### config.mk
export PLATFORM = sky130hd
export DESIGN_NAME = deque_with_search
export DESIGN_NICKNAME = d
export VERILOG_FILES = /design/src/dws_pkg.sv /design/src/dws_ram.sv /design/src/dws_ctrl.sv /design/src/dws_dp.sv /design/src/deque_with_search.sv
export SDC_FILE = /design/constraint.sdc
export NUM_CORES = 1
export LEC_CHECK = 0
export ABC_AREA = 1
export BUFFER_PORTS_ARGS = -buffer_cell sky130_fd_sc_hd__buf_2
export CAP_MARGIN = 20
export CELL_PAD_IN_SITES_DETAIL_PLACEMENT = 0
export CELL_PAD_IN_SITES_GLOBAL_PLACEMENT = 1
export CORE_ASPECT_RATIO = 1.2
export CORE_MARGIN = 2
export CORE_UTILIZATION = 50
export DETAILED_ROUTE_END_ITERATION = 8
export PLACE_DENSITY = 0.8
export SYNTH_ARGS = -nofsm -noshare
export SYNTH_HDL_FRONTEND = slang
export SYNTH_HIERARCHICAL = 1
export SYNTH_SLANG_ARGS = --single-unit
### constraint.sdc
create_clock -name clk -period 4.74 [get_ports clk]
set_input_delay 0.711 -clock clk [delete_from_list [all_inputs] [get_ports clk]]
set_output_delay 0.711 -clock clk [all_outputs]
set_load 0.1 [all_outputs]
### src/dws_pkg.sv
// shared types and constants for the deque with search
package dws_pkg;

    localparam int DEPTH_DEF = 16;

    // operation codes carried in the kind field
    localparam logic [2:0] KIND_PUSH_FRONT = 3'd0;
    localparam logic [2:0] KIND_PUSH_BACK  = 3'd1;
    localparam logic [2:0] KIND_POP_FRONT  = 3'd2;
    localparam logic [2:0] KIND_POP_BACK   = 3'd3;
    localparam logic [2:0] KIND_SEARCH     = 3'd4;

    // result status codes
    localparam logic [1:0] STATUS_OK    = 2'd0;
    localparam logic [1:0] STATUS_EMPTY = 2'd1;
    localparam logic [1:0] STATUS_FULL  = 2'd2;

    typedef struct packed {
        logic [2:0]         kind;
        logic signed [31:0] value;
    } in_item_t;

    typedef struct packed {
        logic signed [31:0] popped_value;
        logic               found;
        logic [3:0]         match_position;
        logic [4:0]         entry_count;
        logic [1:0]         status;
    } out_item_t;

    typedef enum logic [2:0] {
        ST_IDLE,
        ST_EXEC,
        ST_POP_DATA,
        ST_SEARCH,
        ST_RESULT
    } ctrl_state_t;

    // controller to datapath
    typedef struct packed {
        logic latch;
        logic exec;
        logic pop_cap;
        logic srch_step;
        logic out_load;
    } cmd_t;

    // datapath to controller
    typedef struct packed {
        logic [2:0] kind;
        logic       empty;
        logic       hit;
        logic       last;
    } stat_t;

endpackage

### src/dws_ram.sv
// generic single write port, single read port ram with registered read
module dws_ram #(
    parameter int WIDTH = 32,
    parameter int DEPTH = 16
) (
    input  logic                     clk,
    input  logic                     wr_en,
    input  logic [$clog2(DEPTH)-1:0] wr_addr,
    input  logic [WIDTH-1:0]         wr_data,
    input  logic                     rd_en,
    input  logic [$clog2(DEPTH)-1:0] rd_addr,
    output logic [WIDTH-1:0]         rd_data
);

    logic [WIDTH-1:0] mem [DEPTH];

    always_ff @(posedge clk)
    begin
        if (wr_en)
        begin
            mem[wr_addr] <= wr_data;
        end
        if (rd_en)
        begin
            rd_data <= mem[rd_addr];
        end
    end

endmodule

### src/dws_ctrl.sv
// controller state machine for the deque with search
module dws_ctrl (
    input  logic           clk,
    input  logic           rst_n,
    input  logic           in_valid,
    output logic           in_stall,
    output logic           out_valid,
    input  logic           out_stall,
    input  dws_pkg::stat_t stat,
    output dws_pkg::cmd_t  cmd
);

    dws_pkg::ctrl_state_t state_reg;
    dws_pkg::ctrl_state_t state_next;
    logic                 out_valid_reg;
    logic                 out_valid_next;

    always_ff @(posedge clk or negedge rst_n)
    begin
        if (!rst_n)
        begin
            state_reg     <= dws_pkg::ST_IDLE;
            out_valid_reg <= 1'b0;
        end
        else
        begin
            state_reg     <= state_next;
            out_valid_reg <= out_valid_next;
        end
    end

    always_comb
    begin
        state_next     = state_reg;
        cmd            = '0;
        out_valid_next = out_valid_reg;
        if (out_valid_reg && !out_stall)
        begin
            out_valid_next = 1'b0;
        end

        unique case (state_reg)
            dws_pkg::ST_IDLE:
            begin
                if (in_valid)
                begin
                    cmd.latch  = 1'b1;
                    state_next = dws_pkg::ST_EXEC;
                end
            end
            dws_pkg::ST_EXEC:
            begin
                cmd.exec = 1'b1;
                unique case (stat.kind)
                    dws_pkg::KIND_POP_FRONT, dws_pkg::KIND_POP_BACK:
                        state_next = stat.empty ? dws_pkg::ST_RESULT : dws_pkg::ST_POP_DATA;
                    dws_pkg::KIND_SEARCH:
                        state_next = stat.empty ? dws_pkg::ST_RESULT : dws_pkg::ST_SEARCH;
                    default:
                        state_next = dws_pkg::ST_RESULT;
                endcase
            end
            dws_pkg::ST_POP_DATA:
            begin
                cmd.pop_cap = 1'b1;
                state_next  = dws_pkg::ST_RESULT;
            end
            dws_pkg::ST_SEARCH:
            begin
                // one stored entry compared per cycle, front to back
                cmd.srch_step = 1'b1;
                if (stat.hit || stat.last)
                begin
                    state_next = dws_pkg::ST_RESULT;
                end
            end
            dws_pkg::ST_RESULT:
            begin
                if (!out_valid_reg || !out_stall)
                begin
                    cmd.out_load   = 1'b1;
                    out_valid_next = 1'b1;
                    state_next     = dws_pkg::ST_IDLE;
                end
            end
            default:
            begin
                state_next = dws_pkg::ST_IDLE;
            end
        endcase
    end

    assign in_stall  = (state_reg != dws_pkg::ST_IDLE);
    assign out_valid = out_valid_reg;

endmodule

### src/dws_dp.sv
// datapath: ring pointers, entry storage, search walk and result register
module dws_dp #(
    parameter int DEPTH = dws_pkg::DEPTH_DEF
) (
    input  logic                clk,
    input  logic                rst_n,
    input  dws_pkg::in_item_t   in_data,
    input  dws_pkg::cmd_t       cmd,
    output dws_pkg::stat_t      stat,
    output dws_pkg::out_item_t  out_data
);

    localparam int IDX_W = $clog2(DEPTH);
    localparam int CNT_W = $clog2(DEPTH + 1);
    localparam int W1    = IDX_W + 1;

    dws_pkg::in_item_t  op_reg;
    logic [IDX_W-1:0]   front_reg;
    logic [IDX_W-1:0]   front_next;
    logic [CNT_W-1:0]   count_reg;
    logic [CNT_W-1:0]   count_next;
    logic [IDX_W-1:0]   srch_idx_reg;
    logic [IDX_W-1:0]   srch_idx_next;
    logic [31:0]        popped_reg;
    logic [31:0]        popped_next;
    logic               found_reg;
    logic               found_next;
    logic [IDX_W-1:0]   pos_reg;
    logic [IDX_W-1:0]   pos_next;
    logic [1:0]         status_reg;
    logic [1:0]         status_next;
    dws_pkg::out_item_t out_reg;

    logic               full;
    logic               empty;
    logic               hit;
    logic               last;
    logic [W1-1:0]      srch_inc;
    logic               wr_en;
    logic [IDX_W-1:0]   wr_addr;
    logic [IDX_W-1:0]   front_dec;
    logic [IDX_W-1:0]   front_inc;
    logic               rd_en;
    logic [W1-1:0]      rd_off;
    logic [IDX_W-1:0]   rd_addr;
    logic [31:0]        rd_data;

    function automatic logic [IDX_W-1:0] ring_pos(input logic [IDX_W-1:0] base,
                                                  input logic [W1-1:0] off);
        logic [W1-1:0] s;
        s = W1'(base) + off;
        if (s >= W1'(DEPTH))
        begin
            s = s - W1'(DEPTH);
        end
        return s[IDX_W-1:0];
    endfunction

    assign full      = (count_reg == CNT_W'(DEPTH));
    assign empty     = (count_reg == '0);
    assign hit       = (rd_data == op_reg.value);
    assign srch_inc  = W1'(srch_idx_reg) + W1'(1);
    assign last      = (srch_inc == W1'(count_reg));
    assign front_dec = (front_reg == '0) ? IDX_W'(DEPTH - 1) : front_reg - IDX_W'(1);
    assign front_inc = (front_reg == IDX_W'(DEPTH - 1)) ? '0 : front_reg + IDX_W'(1);

    assign stat.kind  = op_reg.kind;
    assign stat.empty = empty;
    assign stat.hit   = hit;
    assign stat.last  = last;

    always_comb
    begin
        front_next    = front_reg;
        count_next    = count_reg;
        srch_idx_next = srch_idx_reg;
        popped_next   = popped_reg;
        found_next    = found_reg;
        pos_next      = pos_reg;
        status_next   = status_reg;
        wr_en         = 1'b0;
        wr_addr       = front_dec;
        rd_en         = 1'b0;
        rd_off        = '0;

        if (cmd.exec)
        begin
            popped_next   = '0;
            found_next    = 1'b0;
            pos_next      = '0;
            status_next   = dws_pkg::STATUS_OK;
            srch_idx_next = '0;
            unique case (op_reg.kind)
                dws_pkg::KIND_PUSH_FRONT:
                begin
                    if (full)
                    begin
                        status_next = dws_pkg::STATUS_FULL;
                    end
                    else
                    begin
                        wr_en      = 1'b1;
                        wr_addr    = front_dec;
                        front_next = front_dec;
                        count_next = count_reg + CNT_W'(1);
                    end
                end
                dws_pkg::KIND_PUSH_BACK:
                begin
                    if (full)
                    begin
                        status_next = dws_pkg::STATUS_FULL;
                    end
                    else
                    begin
                        wr_en      = 1'b1;
                        wr_addr    = ring_pos(front_reg, W1'(count_reg));
                        count_next = count_reg + CNT_W'(1);
                    end
                end
                dws_pkg::KIND_POP_FRONT:
                begin
                    if (empty)
                    begin
                        status_next = dws_pkg::STATUS_EMPTY;
                    end
                    else
                    begin
                        rd_en      = 1'b1;
                        rd_off     = '0;
                        front_next = front_inc;
                        count_next = count_reg - CNT_W'(1);
                    end
                end
                dws_pkg::KIND_POP_BACK:
                begin
                    if (empty)
                    begin
                        status_next = dws_pkg::STATUS_EMPTY;
                    end
                    else
                    begin
                        rd_en      = 1'b1;
                        rd_off     = W1'(count_reg) - W1'(1);
                        count_next = count_reg - CNT_W'(1);
                    end
                end
                dws_pkg::KIND_SEARCH:
                begin
                    // first entry read here, compared in the next cycle
                    rd_en  = !empty;
                    rd_off = '0;
                end
                default:
                begin
                end
            endcase
        end

        if (cmd.pop_cap)
        begin
            popped_next = rd_data;
        end

        if (cmd.srch_step)
        begin
            if (hit)
            begin
                found_next = 1'b1;
                pos_next   = srch_idx_reg;
            end
            else if (!last)
            begin
                // fetch the following entry while this one is compared
                rd_en         = 1'b1;
                rd_off        = srch_inc;
                srch_idx_next = srch_inc[IDX_W-1:0];
            end
        end
    end

    assign rd_addr = ring_pos(front_reg, rd_off);

    dws_ram #(
        .WIDTH (32),
        .DEPTH (DEPTH)
    ) u_ram (
        .clk     (clk),
        .wr_en   (wr_en),
        .wr_addr (wr_addr),
        .wr_data (op_reg.value),
        .rd_en   (rd_en),
        .rd_addr (rd_addr),
        .rd_data (rd_data)
    );

    always_ff @(posedge clk or negedge rst_n)
    begin
        if (!rst_n)
        begin
            front_reg <= '0;
            count_reg <= '0;
        end
        else
        begin
            front_reg <= front_next;
            count_reg <= count_next;
        end
    end

    // result fields wrap to their port widths
    always_ff @(posedge clk)
    begin
        if (cmd.latch)
        begin
            op_reg <= in_data;
        end
        srch_idx_reg <= srch_idx_next;
        popped_reg   <= popped_next;
        found_reg    <= found_next;
        pos_reg      <= pos_next;
        status_reg   <= status_next;
        if (cmd.out_load)
        begin
            out_reg.popped_value   <= popped_reg;
            out_reg.found          <= found_reg;
            out_reg.match_position <= 4'(pos_reg);
            out_reg.entry_count    <= 5'(count_reg);
            out_reg.status         <= status_reg;
        end
    end

    assign out_data = out_reg;

endmodule

### src/deque_with_search.sv
// top level of the bounded double-ended queue with linear search
// push and unknown operations pass through the exec and result states; a non-empty pop adds a pop_data step
// search adds one search step per entry up to the match or the last entry, none on an empty queue
// one operation is in work at a time; the next input is taken only after the result is loaded,
// and an output stall holds the result state until the output register is free
// reset clears front index, count and all handshake state; entry ram is not cleared
module deque_with_search #(
    parameter int DEPTH = dws_pkg::DEPTH_DEF
) (
    input  logic               clk,
    input  logic               rst_n,
    input  logic               in_valid,
    output logic               in_stall,
    input  dws_pkg::in_item_t  in_data,
    output logic               out_valid,
    input  logic               out_stall,
    output dws_pkg::out_item_t out_data
);

    dws_pkg::cmd_t  cmd;
    dws_pkg::stat_t stat;

    dws_ctrl u_ctrl (
        .clk       (clk),
        .rst_n     (rst_n),
        .in_valid  (in_valid),
        .in_stall  (in_stall),
        .out_valid (out_valid),
        .out_stall (out_stall),
        .stat      (stat),
        .cmd       (cmd)
    );

    dws_dp #(
        .DEPTH (DEPTH)
    ) u_dp (
        .clk      (clk),
        .rst_n    (rst_n),
        .in_data  (in_data),
        .cmd      (cmd),
        .stat     (stat),
        .out_data (out_data)
    );

endmodule

==> results_dict.tcl <==
set metrics [dict create \
    reg2reg_depth 17 \
    report.final.slew_viol_count 0 \
    netlist.area_leader.share_pct 67.8 \
    holdBufCountCts 1 \
    insertedDiodeCount 0 \
    setup_tns_ps 0 \
    final_layout_size_suffix_gt1_share_pct 9.72 \
    h-tree-depth 3 \
    yosysMostFrequentCell "nand2_1" \
    dp_hpwl_um 37900 \
    pin_count 85 \
    timing.rr.start "u_dp/op_reg[27]" \
    vias 18800 \
    rsz0062_at_grt "false" \
    antenna_found_initial 0 \
    multiInputGateArea_mm2 0.00642 \
    wl_per_cell_um 20.5 \
    cap_violations 0 \
    holdWs_ps 274 \
    wl_met3_um 6080 \
    fp.dieW_um 224 \
    crit_type "reg2reg" \
    grt_pass1_wl_um 109000 \
    clk_latency_ps 620 \
    layout.nets 2825 \
    drc 0 \
    grt_max_degree 157 \
    gr-total-overflow 0 \
    ys_seq_area_share_pct 69.5 \
    crit_fanout 50 \
    skew_ps 34.9 \
    syn_inst 2681 \
    fin_crit_sh_pct 89.1 \
    peakVddDrop_mv 0.564 \
    hold_class "in2reg" \
    largest_reg_flops 512 \
    top_layer_used "met4" \
    ys_ff_latch 679 \
    worst_slew_pin_slew_ps 1160 \
    slowest_delay_ps 610 \
    crit_required_ps 5090 \
    synth_edf_count 657 \
    synthArstFlopShare_pct 1.91 \
    drt-met1-wl_um 29000 \
    cts_tree "done" \
    leakage_nw 13.8 \
    yosysTopAreaCell "edfxtp_1" \
    dr.first_iter.drc_count 1929 \
    core-area_mm2 0.0574 \
    crit_path_end_kind "flip-flop" \
    cts.reportedPaths.clkPinSlew_ps 60 \
    dieHeight_um 268 \
    critPathArrivalTime_ps 4580 \
    cts_buffers 68 \
    grt_pass1_vias 18100 \
    power_density_mw_per_mm2 663 \
    slowest_stage "edfxtp_1" \
    hold_viol 0 \
    syn_area_mm2 0.0291 \
    fmax_ghz 0.237 \
    via_per_inst 5.30 \
    synth_cell_type_count 37 \
    crit_top_cell "nand2_1" \
    hold_start "in_data[10]" \
    worstPathCellList "xnor2_1 -> nand2_1 -> nor2_1 -> nand2_1 -> nor2_1 -> nand2_1 -> nand2_4 -> nand3_1 -> o21ai_1 -> ha_4 -> inv_1 -> fa_1 -> xnor2_2 -> buf_12 -> nand3_1 -> nand3_1 -> nand2_1" \
    antenna_left 0 \
    ys.flop_type "edfxtp_1" \
    r2r_setup_slack_ps 520 \
    post_cts_buffers 0 \
    drt-pass1-iter-count 6 \
    cts_sinks 679 \
    dp_slack_ps 521 \
    fin_crit_ps 4220 \
    syn-num-nets 2735 \
    whs_path_depth 1 \
    cts_resized 0 \
    max_slew_margin_pct 22.6 \
    synth_warnings 6 \
    fp-row-count 96 \
    fill_cells 4690 \
    area_growth_pct 11.7 \
    initial_utilization_pct 50.7 \
    dieArea_mm2 0.0602 \
    clk_path_buf_depth 3 \
    regArea_mm2 0.0202 \
    syn_area_per_cell_um2 10.9 \
    cp-start-kind "flip-flop" \
    track_usage_pct 24.6 \
    status "finished, final reports clean" \
    cts-root-buf "clkbuf_16" \
    power_w 0.0216 \
    regMostFlops "u_dp/u_ram/mem" \
    reg2reg_to "u_dp/u_ram/rd_data[19]" \
    portBuffers 84 \
    wirelength_um 72900 \
    setup_violations 0 \
    fin_ws_ps 517 \
    synth_common_cells "nand2_1 (824), edfxtp_1 (657), inv_1 (480)" \
    whs_endpoint "u_dp/op_reg[10]" \
    synth.area.top_cells "edfxtp_1 (68%), nand2_1 (11%), nand3_1 (7.2%)" \
    gp_congestion 0.815 \
    met2_length_um 35500 \
]
-- cell usage in the layout, fill, tap and decap left out, types with 4 or more instances in the layout --
master,n
clkinv_1,15
nand3_1,418
nor2_2,7
clkbuf_1,15
dfxtp_1,9
buf_12,11
bufinv_16,4
dfrtp_1,13
o21ai_0,18
clkinv_2,4
buf_4,42
inv_1,478
ha_1,12
inv_2,8
buf_2,84
edfxtp_1,657
o21ai_1,12
nor2_4,21
xnor2_1,27
nor2_1,19
nand2_1,823
xor2_1,10
clkbuf_16,71
-- worst max-delay path, delay by kind of cell (launching register included) --
family | cells | cell delay (ps)
simple gates | 10 | 1360
fa+ha+maj | 2 | 580
buf+inv | 2 | 400
compound gates | 1 | 140
xor+xnor | 2 | 810
flops | 1 | 610
-- power breakdown --
part / leakage, nW / switching, W / internal [W]
Sequential: 6.20 / 0.000544 / 0.00777
Combinational: 6.56 / 0.00584 / 0.00221
Clock: 1.03 / 0.00220 / 0.00300
-- stage by stage --
step                      cells  instance area (um2)  utilization, %
after global placement     3435                30400            52.9
after detailed placement   3435                30400            52.9
after floorplan            2681                29100               -
after CTS                  3554                32500            56.6
final                      3554                32500            56.6
after global routing       3554                32500            56.6
-- how the worst max path moves through the flow --
stage	startpoint	end	slack, ps	cells past startpoint
2_1_floorplan	u_dp/count_reg[0]	u_dp/u_ram/mem[12][0]	1270	9
3_3_place_gp	u_dp/op_reg[19]	u_dp/u_ram/rd_data[19]	570	17
3_5_place_dp	u_dp/op_reg[19]	u_dp/u_ram/rd_data[19]	520	17
4_1_cts	u_dp/op_reg[19]	u_dp/u_ram/rd_data[19]	490	17
5_1_grt	u_dp/op_reg[27]	u_dp/u_ram/rd_data[2]	190	22
6_report	u_dp/op_reg[27]	u_dp/u_ram/rd_data[19]	520	17
-- kinds of logic (layout without fill, tap and decap cells) --
kind of cell,count (synthesis),after routing,share of synthesized area (%)
AOI/OAI and AO/OA,37,37,0.688
xor gates and xnor gates,38,38,1.14
adders and majority gates,15,15,0.696
buffers and inverters,607,745,9.02
DFF,679,679,69.5
muxes,1,1,0.0344
and+or+nand+nor,1304,1304,18.9
-- final cells by class --
type                    instances  share of cell area, %
clock buffers                  89                   5.76
clock inverters                29                  0.804
inverters                     489                   5.67
multi-input cells            1395                   19.7
flip-flops and latches        679                   62.2
well taps                     735                   2.83
repair buffers                138                   2.97
-- metal layers --
metal  global-route usage, %  vias to the layer above
met2                    41.4                      833
met1                    32.7                     9026
li1                        -                     8850
met4                    9.86                        0
met5                       0                        -
met3                    3.24                      136
(Power assumes the default switching activity.)
